--- src/rtl/arp_cache_with_request_retry_macros.svh ---
// Assertion macros used by the top-level RTL file.
`ifndef ARP_CACHE_WITH_REQUEST_RETRY_MACROS_SVH
`define ARP_CACHE_WITH_REQUEST_RETRY_MACROS_SVH
// Implication checked on every rising edge outside reset.
`define ARP_ASSERT_IMP(lbl, clk, rst_n, cond, prop) \
    lbl: assert property (@(posedge clk) disable iff (!rst_n) (cond) |-> (prop)) \
        else $error("assertion failed");
// Implication whose consequent is checked in the cycle after the condition.
`define ARP_ASSERT_NEXT(lbl, clk, rst_n, cond, prop) \
    lbl: assert property (@(posedge clk) disable iff (!rst_n) (cond) |=> (prop)) \
        else $error("assertion failed");
`endif

--- src/rtl/arpc_pkg.sv ---
// ----------------------------------------------------------------------------
// arpc_pkg
// Types and constants shared by the ARP cache cells and the top level.
// ----------------------------------------------------------------------------
package arpc_pkg;
    localparam int CacheDepth   = 16;
    localparam int PendingDepth = 8;

    localparam logic [2:0] OP_LOOKUP = 3'd0;
    localparam logic [2:0] OP_INSERT = 3'd1;
    localparam logic [2:0] OP_QUEUE  = 3'd2;
    localparam logic [2:0] OP_REMOVE = 3'd3;
    localparam logic [2:0] OP_TICK   = 3'd4;

    localparam logic [2:0] KIND_LOOKUP = 3'd0;
    localparam logic [2:0] KIND_INSERT = 3'd1;
    localparam logic [2:0] KIND_QUEUE  = 3'd2;
    localparam logic [2:0] KIND_REMOVE = 3'd3;
    localparam logic [2:0] KIND_SEND   = 3'd4;
    localparam logic [2:0] KIND_GIVEUP = 3'd5;
    localparam logic [2:0] KIND_DONE   = 3'd6;

    localparam logic [1:0] REG_TIMEOUT  = 2'd0;
    localparam logic [1:0] REG_LIMIT    = 2'd1;
    localparam logic [1:0] REG_INTERVAL = 2'd2;

    typedef struct packed {
        logic [2:0]  op;
        logic [31:0] ip_addr;
        logic [47:0] mac_addr;
    } t_req;

    typedef struct packed {
        logic [2:0]  kind;
        logic        hit;
        logic [47:0] mac_out;
        logic [31:0] ip_out;
        logic [3:0]  sent_count;
        logic        status;
        logic        last;
    } t_rsp;

    // Command broadcast to every cell of a row.
    typedef struct packed {
        logic        upd_en;    // write at the selected cell
        logic        tick;      // age every cell
        logic [31:0] ip;
        logic [47:0] mac;
    } t_cmd;

    // Scan token handed from cell to cell: an earlier cell is already free.
    typedef struct packed {
        logic free_seen;
    } t_chain;

    typedef enum logic [1:0] {
        ST_IDLE,
        ST_EXEC,
        ST_SCAN,
        ST_OUT
    } t_state;
endpackage

--- src/rtl/arpc_cache_cell.sv ---
// ----------------------------------------------------------------------------
// arpc_cache_cell
// One cache entry: address, hardware address, age, valid bit.
// ----------------------------------------------------------------------------
module arpc_cache_cell (
    input  logic                i_clk,
    input  logic                i_rst_n,
    input  arpc_pkg::t_cmd      i_cmd,
    input  logic                i_any_hit,
    input  logic [15:0]         i_timeout,
    input  arpc_pkg::t_chain    i_chain,
    output arpc_pkg::t_chain    o_chain,
    output logic                o_hit,
    output logic [47:0]         o_mac
);
    logic        r_valid;
    logic [31:0] r_ip;
    logic [47:0] r_mac;
    logic [15:0] r_age;
    logic        w_match;
    logic        w_sel;
    logic [15:0] n_age;

    assign w_match = r_valid && (r_ip == i_cmd.ip);
    // Written where the address hits, or at the first free cell when no cell hits.
    assign w_sel = w_match || (!i_any_hit && !r_valid && !i_chain.free_seen);
    assign o_chain.free_seen = i_chain.free_seen || !r_valid;
    assign o_hit = w_match;
    assign o_mac = w_match ? r_mac : 48'd0;
    assign n_age = (r_age == 16'hFFFF) ? r_age : r_age + 16'd1;

    always_ff @(posedge i_clk) begin
        if (!i_rst_n) begin
            r_valid <= 1'b0;
        end else if (i_cmd.tick) begin
            if (r_valid && n_age >= i_timeout) begin
                r_valid <= 1'b0;
            end
        end else if (i_cmd.upd_en && w_sel) begin
            r_valid <= 1'b1;
        end
    end

    always_ff @(posedge i_clk) begin
        if (i_cmd.tick) begin
            r_age <= n_age;
        end else if (i_cmd.upd_en && w_sel) begin
            r_ip  <= i_cmd.ip;
            r_mac <= i_cmd.mac;
            r_age <= 16'd0;
        end
    end
endmodule

--- src/rtl/arpc_pend_cell.sv ---
// ----------------------------------------------------------------------------
// arpc_pend_cell
// One pending request: address, ticks since last send, send count.
// ----------------------------------------------------------------------------
module arpc_pend_cell (
    input  logic                i_clk,
    input  logic                i_rst_n,
    input  arpc_pkg::t_cmd      i_cmd,
    input  logic                i_any_hit,
    input  logic                i_remove,
    input  logic                i_serve,
    input  logic [3:0]          i_limit,
    input  logic [7:0]          i_interval,
    input  arpc_pkg::t_chain    i_chain,
    output arpc_pkg::t_chain    o_chain,
    output logic                o_hit,
    output logic                o_due,
    output logic                o_giveup,
    output logic [31:0]         o_ip,
    output logic [3:0]          o_sent
);
    logic        r_valid;
    logic        r_due;
    logic [31:0] r_ip;
    logic [7:0]  r_elapsed;
    logic [3:0]  r_sent;
    logic        w_match;
    logic        w_claim;
    logic [7:0]  n_elapsed;

    assign w_match = r_valid && (r_ip == i_cmd.ip);
    assign w_claim = !r_valid && !i_chain.free_seen && !i_any_hit;
    assign o_chain.free_seen = i_chain.free_seen || !r_valid;
    assign o_hit = w_match;
    assign n_elapsed = (r_elapsed == 8'hFF) ? r_elapsed : r_elapsed + 8'd1;
    assign o_due = r_due;
    assign o_giveup = r_sent >= i_limit;
    assign o_ip = r_ip;
    assign o_sent = o_giveup ? r_sent : r_sent + 4'd1;

    always_ff @(posedge i_clk) begin
        if (!i_rst_n) begin
            r_valid <= 1'b0;
            r_due   <= 1'b0;
        end else if (i_cmd.tick) begin
            r_due <= r_valid && (n_elapsed >= i_interval);
        end else if (i_serve) begin
            r_due <= 1'b0;
            if (o_giveup) begin
                r_valid <= 1'b0;
            end
        end else if (i_remove && w_match) begin
            r_valid <= 1'b0;
        end else if (i_cmd.upd_en && w_claim) begin
            r_valid <= 1'b1;
        end
    end

    always_ff @(posedge i_clk) begin
        if (i_cmd.tick) begin
            r_elapsed <= n_elapsed;
        end else if (i_serve) begin
            r_elapsed <= 8'd0;
            r_sent    <= o_sent;
        end else if (i_cmd.upd_en && w_claim) begin
            r_ip      <= i_cmd.ip;
            r_elapsed <= 8'hFF;
            r_sent    <= 4'd0;
        end
    end
endmodule

--- src/rtl/arp_cache_with_request_retry.sv ---
// A request is accepted only when the block is idle with its result register
// empty. For a lookup, insert, queue or remove request, the execute state
// compares against every cell of both rows, updates them and registers the
// result; the output state then presents the result and returns the block to
// idle once it is taken. A tick ages every cell, then serves each due pending
// request in slot order, registering and then presenting its send or give-up
// result, and ends with a done result. A result that the receiver stalls stays
// presented, and the block waits, until it is taken.
// ----------------------------------------------------------------------------
// arp_cache_with_request_retry
// ARP cache with per-entry ageing and a pending-request table with retries.
// ----------------------------------------------------------------------------
`include "arp_cache_with_request_retry_macros.svh"
module arp_cache_with_request_retry (
    input  logic              i_clk,
    input  logic              i_rst_n,
    input  logic              i_valid,
    output logic              o_stall,
    input  arpc_pkg::t_req    i_data,
    output logic              o_valid,
    input  logic              i_stall,
    output arpc_pkg::t_rsp    o_data,
    input  logic              i_cfg_valid,
    output logic              o_cfg_ready,
    input  logic [1:0]        i_cfg_index,
    input  logic [15:0]       i_cfg_data
);
    localparam int CD = arpc_pkg::CacheDepth;
    localparam int PD = arpc_pkg::PendingDepth;

    arpc_pkg::t_state r_state, n_state;
    arpc_pkg::t_req   r_req;
    arpc_pkg::t_rsp   r_rsp, n_rsp;
    logic             r_ovalid, n_ovalid;
    logic [15:0]      r_timeout;
    logic [3:0]       r_limit;
    logic [7:0]       r_interval;

    arpc_pkg::t_cmd   w_ccmd, w_pcmd;
    arpc_pkg::t_chain w_cch [CD+1];
    arpc_pkg::t_chain w_pch [PD+1];
    logic [CD-1:0]    w_chit;
    logic [47:0]      w_cmac [CD];
    logic [47:0]      w_mac_or [CD+1];
    logic [PD-1:0]    w_phit, w_pdue, w_pgive, w_serve, w_first;
    logic [31:0]      w_pip [PD];
    logic [3:0]       w_psent [PD];
    logic [31:0]      w_sip [PD+1];
    logic [3:0]       w_ssent [PD+1];
    logic             w_sgive [PD+1];
    logic             w_remove, w_accept, w_exec;
    logic             w_cany, w_pany;

    assign o_cfg_ready = (r_state == arpc_pkg::ST_IDLE) && !r_ovalid;
    assign o_stall = !((r_state == arpc_pkg::ST_IDLE) && !r_ovalid);
    assign w_accept = i_valid && !o_stall;
    assign o_valid = r_ovalid;
    assign o_data = r_rsp;
    assign w_exec = r_state == arpc_pkg::ST_EXEC;
    assign w_cany = |w_chit;
    assign w_pany = |w_phit;

    assign w_ccmd.upd_en   = w_exec && (r_req.op == arpc_pkg::OP_INSERT);
    assign w_ccmd.tick     = w_exec && (r_req.op == arpc_pkg::OP_TICK);
    assign w_ccmd.ip       = r_req.ip_addr;
    assign w_ccmd.mac      = r_req.mac_addr;
    assign w_pcmd.upd_en   = w_exec && (r_req.op == arpc_pkg::OP_QUEUE);
    assign w_pcmd.tick     = w_exec && (r_req.op == arpc_pkg::OP_TICK);
    assign w_pcmd.ip       = r_req.ip_addr;
    assign w_pcmd.mac      = r_req.mac_addr;
    assign w_remove = w_exec && (r_req.op == arpc_pkg::OP_REMOVE);

    assign w_cch[0] = '0;
    assign w_mac_or[0] = '0;
    for (genvar g = 0; g < CD; g++) begin : g_cache
        arpc_cache_cell u_cell (
            .i_clk(i_clk), .i_rst_n(i_rst_n), .i_cmd(w_ccmd), .i_any_hit(w_cany),
            .i_timeout(r_timeout), .i_chain(w_cch[g]), .o_chain(w_cch[g+1]),
            .o_hit(w_chit[g]), .o_mac(w_cmac[g])
        );
        assign w_mac_or[g+1] = w_mac_or[g] | w_cmac[g];
    end

    // Serve the lowest due request: a one-hot pick along the row.
    assign w_pch[0] = '0;
    assign w_sip[0] = '0;
    assign w_ssent[0] = '0;
    assign w_sgive[0] = 1'b0;
    for (genvar g = 0; g < PD; g++) begin : g_pend
        logic w_before;
        if (g == 0) begin : g_z
            assign w_before = 1'b0;
        end else begin : g_nz
            assign w_before = |w_pdue[g-1:0];
        end
        assign w_first[g] = w_pdue[g] && !w_before;
        assign w_serve[g] = w_first[g] && (r_state == arpc_pkg::ST_SCAN) && !r_ovalid;
        arpc_pend_cell u_cell (
            .i_clk(i_clk), .i_rst_n(i_rst_n), .i_cmd(w_pcmd), .i_any_hit(w_pany),
            .i_remove(w_remove), .i_serve(w_serve[g]), .i_limit(r_limit),
            .i_interval(r_interval), .i_chain(w_pch[g]), .o_chain(w_pch[g+1]),
            .o_hit(w_phit[g]), .o_due(w_pdue[g]), .o_giveup(w_pgive[g]),
            .o_ip(w_pip[g]), .o_sent(w_psent[g])
        );
        assign w_sip[g+1]   = w_sip[g] | (w_first[g] ? w_pip[g] : 32'd0);
        assign w_ssent[g+1] = w_ssent[g] | (w_first[g] ? w_psent[g] : 4'd0);
        assign w_sgive[g+1] = w_sgive[g] | (w_first[g] && w_pgive[g]);
    end

    always_comb begin
        n_state = r_state;
        unique case (r_state)
            arpc_pkg::ST_IDLE: begin
                if (w_accept && i_data.op <= arpc_pkg::OP_TICK) begin
                    n_state = arpc_pkg::ST_EXEC;
                end
            end
            arpc_pkg::ST_EXEC: begin
                n_state = (r_req.op == arpc_pkg::OP_TICK) ? arpc_pkg::ST_SCAN
                                                          : arpc_pkg::ST_OUT;
            end
            arpc_pkg::ST_SCAN: begin
                if (!r_ovalid && !(|w_pdue)) begin
                    n_state = arpc_pkg::ST_OUT;
                end
            end
            arpc_pkg::ST_OUT: begin
                if (!r_ovalid) begin
                    n_state = arpc_pkg::ST_IDLE;
                end
            end
            default: n_state = arpc_pkg::ST_IDLE;
        endcase
    end

    always_comb begin
        n_rsp = r_rsp;
        n_ovalid = r_ovalid && i_stall;
        if (w_exec) begin
            n_rsp = '0;
            n_rsp.last = 1'b1;
            unique case (r_req.op)
                arpc_pkg::OP_LOOKUP: begin
                    n_rsp.kind = arpc_pkg::KIND_LOOKUP;
                    n_rsp.hit = w_cany;
                    n_rsp.mac_out = w_mac_or[CD];
                    n_ovalid = 1'b1;
                end
                arpc_pkg::OP_INSERT: begin
                    n_rsp.kind = arpc_pkg::KIND_INSERT;
                    n_rsp.hit = w_pany;
                    n_rsp.status = !w_cany && !w_cch[CD].free_seen;
                    n_ovalid = 1'b1;
                end
                arpc_pkg::OP_QUEUE: begin
                    n_rsp.kind = arpc_pkg::KIND_QUEUE;
                    n_rsp.hit = w_pany;
                    n_rsp.status = !w_pany && !w_pch[PD].free_seen;
                    n_ovalid = 1'b1;
                end
                arpc_pkg::OP_REMOVE: begin
                    n_rsp.kind = arpc_pkg::KIND_REMOVE;
                    n_rsp.hit = w_pany;
                    n_ovalid = 1'b1;
                end
                default: begin
                    n_ovalid = 1'b0;
                end
            endcase
        end else if (r_state == arpc_pkg::ST_SCAN && !r_ovalid) begin
            n_rsp = '0;
            if (|w_pdue) begin
                n_rsp.kind = w_sgive[PD] ? arpc_pkg::KIND_GIVEUP : arpc_pkg::KIND_SEND;
                n_rsp.ip_out = w_sip[PD];
                n_rsp.sent_count = w_ssent[PD];
            end else begin
                n_rsp.kind = arpc_pkg::KIND_DONE;
                n_rsp.last = 1'b1;
            end
            n_ovalid = 1'b1;
        end
    end

    always_ff @(posedge i_clk) begin
        if (!i_rst_n) begin
            r_state    <= arpc_pkg::ST_IDLE;
            r_ovalid   <= 1'b0;
            r_timeout  <= 16'd30;
            r_limit    <= 4'd5;
            r_interval <= 8'd1;
        end else begin
            r_state  <= n_state;
            r_ovalid <= n_ovalid;
            if (i_cfg_valid && o_cfg_ready) begin
                unique case (i_cfg_index)
                    arpc_pkg::REG_TIMEOUT:  r_timeout  <= i_cfg_data;
                    arpc_pkg::REG_LIMIT:    r_limit    <= i_cfg_data[3:0];
                    arpc_pkg::REG_INTERVAL: r_interval <= i_cfg_data[7:0];
                    default: ;
                endcase
            end
        end
    end

    always_ff @(posedge i_clk) begin
        r_rsp <= n_rsp;
        if (w_accept) begin
            r_req <= i_data;
        end
    end

    `ARP_ASSERT_IMP(a_one_serve, i_clk, i_rst_n, 1'b1, $onehot0(w_serve))
    `ARP_ASSERT_IMP(a_stall_busy, i_clk, i_rst_n, r_state != arpc_pkg::ST_IDLE, o_stall)
    `ARP_ASSERT_NEXT(a_exec_out, i_clk, i_rst_n,
        w_exec && r_req.op != arpc_pkg::OP_TICK, o_valid && o_data.last)
endmodule
--- config.mk ---
export PLATFORM = sky130hd
export DESIGN_NAME = arp_cache_with_request_retry
export DESIGN_NICKNAME = d
export VERILOG_FILES = /design/src/rtl/arpc_pkg.sv /design/src/rtl/arpc_cache_cell.sv /design/src/rtl/arpc_pend_cell.sv /design/src/rtl/arp_cache_with_request_retry.sv
export VERILOG_INCLUDE_DIRS = /design/src /design/src/rtl
export SDC_FILE = /design/constraint.sdc
export NUM_CORES = 2
export LEC_CHECK = 0
export BUFFER_PORTS_ARGS = -buffer_cell sky130_fd_sc_hd__buf_2
export CAP_MARGIN = 10
export CORE_MARGIN = 10
export CORE_UTILIZATION = 55
export DETAILED_ROUTE_END_ITERATION = 16
export PLACE_DENSITY = 0.71
export SLEW_MARGIN = 30
export SYNTH_ARGS = -nofsm -noshare
export SYNTH_HDL_FRONTEND = slang
export SYNTH_SLANG_ARGS = --single-unit
--- constraint.sdc ---
create_clock -name i_clk -period 10.7 [get_ports i_clk]
set_clock_uncertainty 0.15 [all_clocks]
set_input_delay 2.14 -clock i_clk [delete_from_list [all_inputs] [get_ports i_clk]]
set_output_delay 2.14 -clock i_clk [all_outputs]
set_load 0.05 [all_outputs]
==> reports/qor.yml <==
outcome:
  status: "completed"
yosys:
  syn_nets: 7834
  synth_area_sq_mm: 0.0994
  synth_top_area_cell: "edfxtp_1"
  ys_warn_count: 0
  seq_area_frac_synth_pct: 63.1
  synthTopCellsByArea: "edfxtp_1 (61%), ha_1 (4.9%), xnor2_1 (4.4%)"
  synth-edff-count: 2024
  ys_ff_latch: 2124
  syn_area_per_cell_sq_um: 13.6
  postSynthCellCount: 7339
  yosysUniqueCellTypes: 84
  synth_top_area_share_pct: 61.1
  ys_async_sr_fraction_pct: 0
  synthFlopType: "edfxtp_1"
clock_tree:
  hold_buffers: 0
  cts.sink_count: 2124
  cts_made_buffers: 214
  clk_latency_ps: 910
  cts_tree: "built"
  ctsResizeCount: 0
  post_cts_buffers: 0
  cts_max_path_buffers: 3
  clkTransAtPathRegs_ps: 60
  root_buffer: "clkbuf_16"
  htreeDepth: 4
sta:
  hold_violations: 0
  tightest_slew_ps: 1020
  finalCriticalPeriod_ps: 6740
  fin_setup_tns_ps: 0
  slew_headroom_pct: 31.7
  setup_viol: 0
  finalCritPeriodShare_pct: 63.0
  finalMaxSlewViolations: 0
  fmax_mhz: 148
  rsz0062_at_grt: "no"
worst_setup_path:
  rrSetupSlack_ps: 3960
  r2r-start: "r_req[73]"
  worst_ep_required_time_ps: 11070
  cp.arrival_ps: 7110
  critical_path_class: "reg -> reg"
  crit_fanout: 51
  endpoint_kind: "flop"
  reg2regPathDepth: 12
  reg2reg_to: "g_cache[14].u_cell.r_mac[14]"
  start_kind: "flop"
pwr:
  vdd_drop_max_uv: 181
  clockPowerShare_pct: 35.7
  power_density_mw_per_mm2: 194
  p_int_mw: 15.2
  comb_power_share_pct: 16.6
  seqPwrFrac_pct: 47.7
  power_leakage_nw: 36.9
  p_sw_share_pct: 29.1
  p_sw_mw: 6.25
layout:
  regArea_sq_mm: 0.0628
  syn2layout_area_growth_pct: 11.1
  fillerInstances: 13600
  drive_gt1_share_pct: 10.2
  instances_no_fill: 10100
  final_nets: 8085
  multiInputGateArea_sq_mm: 0.0348
floorplanning:
  initial_utilization_pct: 55.1
  rows: 156
  io_pins: 199
  die-area_sq_mm: 0.198
  core_sq_mm: 0.180
  dieWidth_um: 445
  die-height_um: 445
grt:
  grt_usage_pct: 27.4
  grt_pass1_vias: 63700
  grt_max_degree: 84
  antenna_found_initial: 2
  grt_pass1_wl_um: 412000
  grt_overflow: 0
flow_run:
  max_cap_viol_count: 0
route:
  final_antenna_net_count: 0
  drt-wirelength-per-cell_um: 27.5
  drt-vias-per-instance: 6.38
  vias: 64800
  routed_wl_um: 279000
  drc: 0
  firstDrtPassIters: 6
  drtIter0Drc: 7357
min_path:
  hp-start: "o_data[22]"
  hold_class: "reg -> reg"
  hold_depth: 2
  min_to: "o_data[22]"
place:
  hpwl_um: 170000
  port_buffers: 198
  globalplace.congestion: 0.956
  dpl.cell_count: 9741
## sequential cells by signal, indices dropped and copies added, names as in the netlist
signal,flops
g_cache.u_cell.r_age,256
g_cache.u_cell.r_ip,512
g_cache.u_cell.r_mac,768
g_cache.u_cell.r_valid,16
g_pend.u_cell.o_due,8
g_pend.u_cell.o_ip,256
g_pend.u_cell.r_elapsed,64
g_pend.u_cell.r_sent,32
g_pend.u_cell.r_valid,8
o_data,90
o_valid,1
r_interval,8
r_limit,4
r_req,83
r_state,2
r_timeout,16
## power groups by stage
stage	combinational, mW	sequential [mW]	clock [mW]
final	3.56	10.2	7.66
after global routing	3.79	10.3	8.08
after CTS	3.51	10.2	7.74
after detailed placement	3.50	10.4	0
after global placement	3.43	10.4	0
after floorplan	1.95	10.7	0
## cell usage after synthesis, types with 17 or more instances
cell type and instances:
edfxtp_1 2024, xnor2_1 495, xor2_1 491, ha_1 389
nor2_1 381, nand2_1 350, and2_1 239, nand3_1 227
nand4_1 226, nor4_1 216, a21oi_1 213, a221oi_1 179
clkbuf_1 151, a22o_1 144, a22oi_1 128, a21o_1 120
o21ai_0 118, and3_1 105, inv_1 103, dfxtp_1 100
nor3_1 85, buf_2 77, a31oi_1 74, nand2b_1 72
nor2b_1 63, o21a_1 58, mux2i_1 54, buf_6 47
o221ai_1 38, mux2_2 34, buf_4 29, and4_1 24
a211oi_1 22, nand4b_1 21, or2_2 19, o22ai_1 18
o211ai_1 17
## metal layers
layer	routed length [um]	global-route usage (%)	vias to the layer above
met4	10100	9.90	0
met1	114000	37.8	32300
met3	27200	5.66	573
met2	128000	43.1	3288
met5	0	0	-
li1	-	-	28700
## worst max-delay path, cell delays in order (launching register included)
cell      delay (ps)
edfxtp_1         900
buf_4            670
xor2_1           240
nor4_1            80
nand3_1          140
nor4_4            50
buf_4            380
nor4_1           440
nand4_1          810
nand2b_1         460
nor4_1           570
a21o_4           450
buf_4            830
## layout by cell type (no fill, tap or decap), types with 21 or more instances in the layout
master,netlist,layout
edfxtp_1,2024,2024
xnor2_1,495,495
xor2_1,491,491
ha_1,389,389
nor2_1,381,370
nand2_1,350,348
and2_1,239,236
nand4_1,226,226
nand3_1,227,226
nor4_1,216,216
clkbuf_16,0,216
a21oi_1,213,213
buf_2,77,198
a221oi_1,179,179
a22o_1,144,144
buf_4,29,141
a22oi_1,128,128
a21o_1,120,119
o21ai_0,118,114
inv_1,103,102
and3_1,105,102
dfxtp_1,100,97
nor3_1,85,84
a31oi_1,74,74
nand2b_1,72,71
nor2b_1,63,61
mux2i_1,54,54
o21a_1,58,49
clkinv_1,1,44
clkbuf_1,151,44
clkinv_2,0,39
o221ai_1,38,38
mux2_2,34,34
bufinv_16,0,23
and4_1,24,22
a211oi_1,22,22
nand4b_1,21,21
## how the worst max path moves through the flow
stage	slack (ps)	cells after the start	start	end
after floorplan	1750	11	r_req[72]	g_cache[10].u_cell.r_ip[0]
after global placement	4100	12	r_req[73]	g_cache[4].u_cell.r_ip[20]
after detailed placement	4130	12	r_req[73]	g_cache[14].u_cell.r_mac[14]
after CTS	4110	12	r_req[73]	g_cache[14].u_cell.r_mac[42]
after global routing	3670	12	r_req[73]	g_cache[14].u_cell.r_mac[47]
final	3960	12	r_req[73]	g_cache[14].u_cell.r_mac[14]
## logic make-up (layout without fill, tap and decap cells)
group | Yosys count | after routing | synth area share, %
and+or+nand+nor | 2135 | 2135 | 11.6
DFF | 2124 | 2124 | 63.1
other | 0 | 1 | 0
xor gates and xnor gates | 986 | 986 | 8.68
muxes | 88 | 88 | 0.929
AOI/OAI and AO/OA | 1198 | 1198 | 8.64
adders and majority gates | 389 | 389 | 4.89
buffers and inverters | 419 | 856 | 2.16
## stage by stage
step | cell area [sq um] | setup WS [ps] | power (mW) | utilization, % | hold WS (ps)
floorplan | 99400 | 1750 | 12.6 | - | 286
global placement | 103000 | 4100 | 13.8 | 57.1 | 281
detailed placement | 103000 | 4130 | 13.9 | 57.2 | 292
CTS | 110000 | 4110 | 21.5 | 61.2 | 305
global route | 110000 | 3670 | 22.1 | 61.3 | 322
finish | 110000 | 3960 | 21.5 | 61.3 | 298
## layout make-up
cell class	count	area share, %
sequential	2124	56.8
timing repair buffer	350	2.07
multi-input combinational	4796	31.5
antenna	1	0.00226
tap	2370	2.68
clock buffer	270	5.17
inverter	104	0.354
clock inverter	132	1.39
No activity file was read; power rests on OpenSTA's default activity.
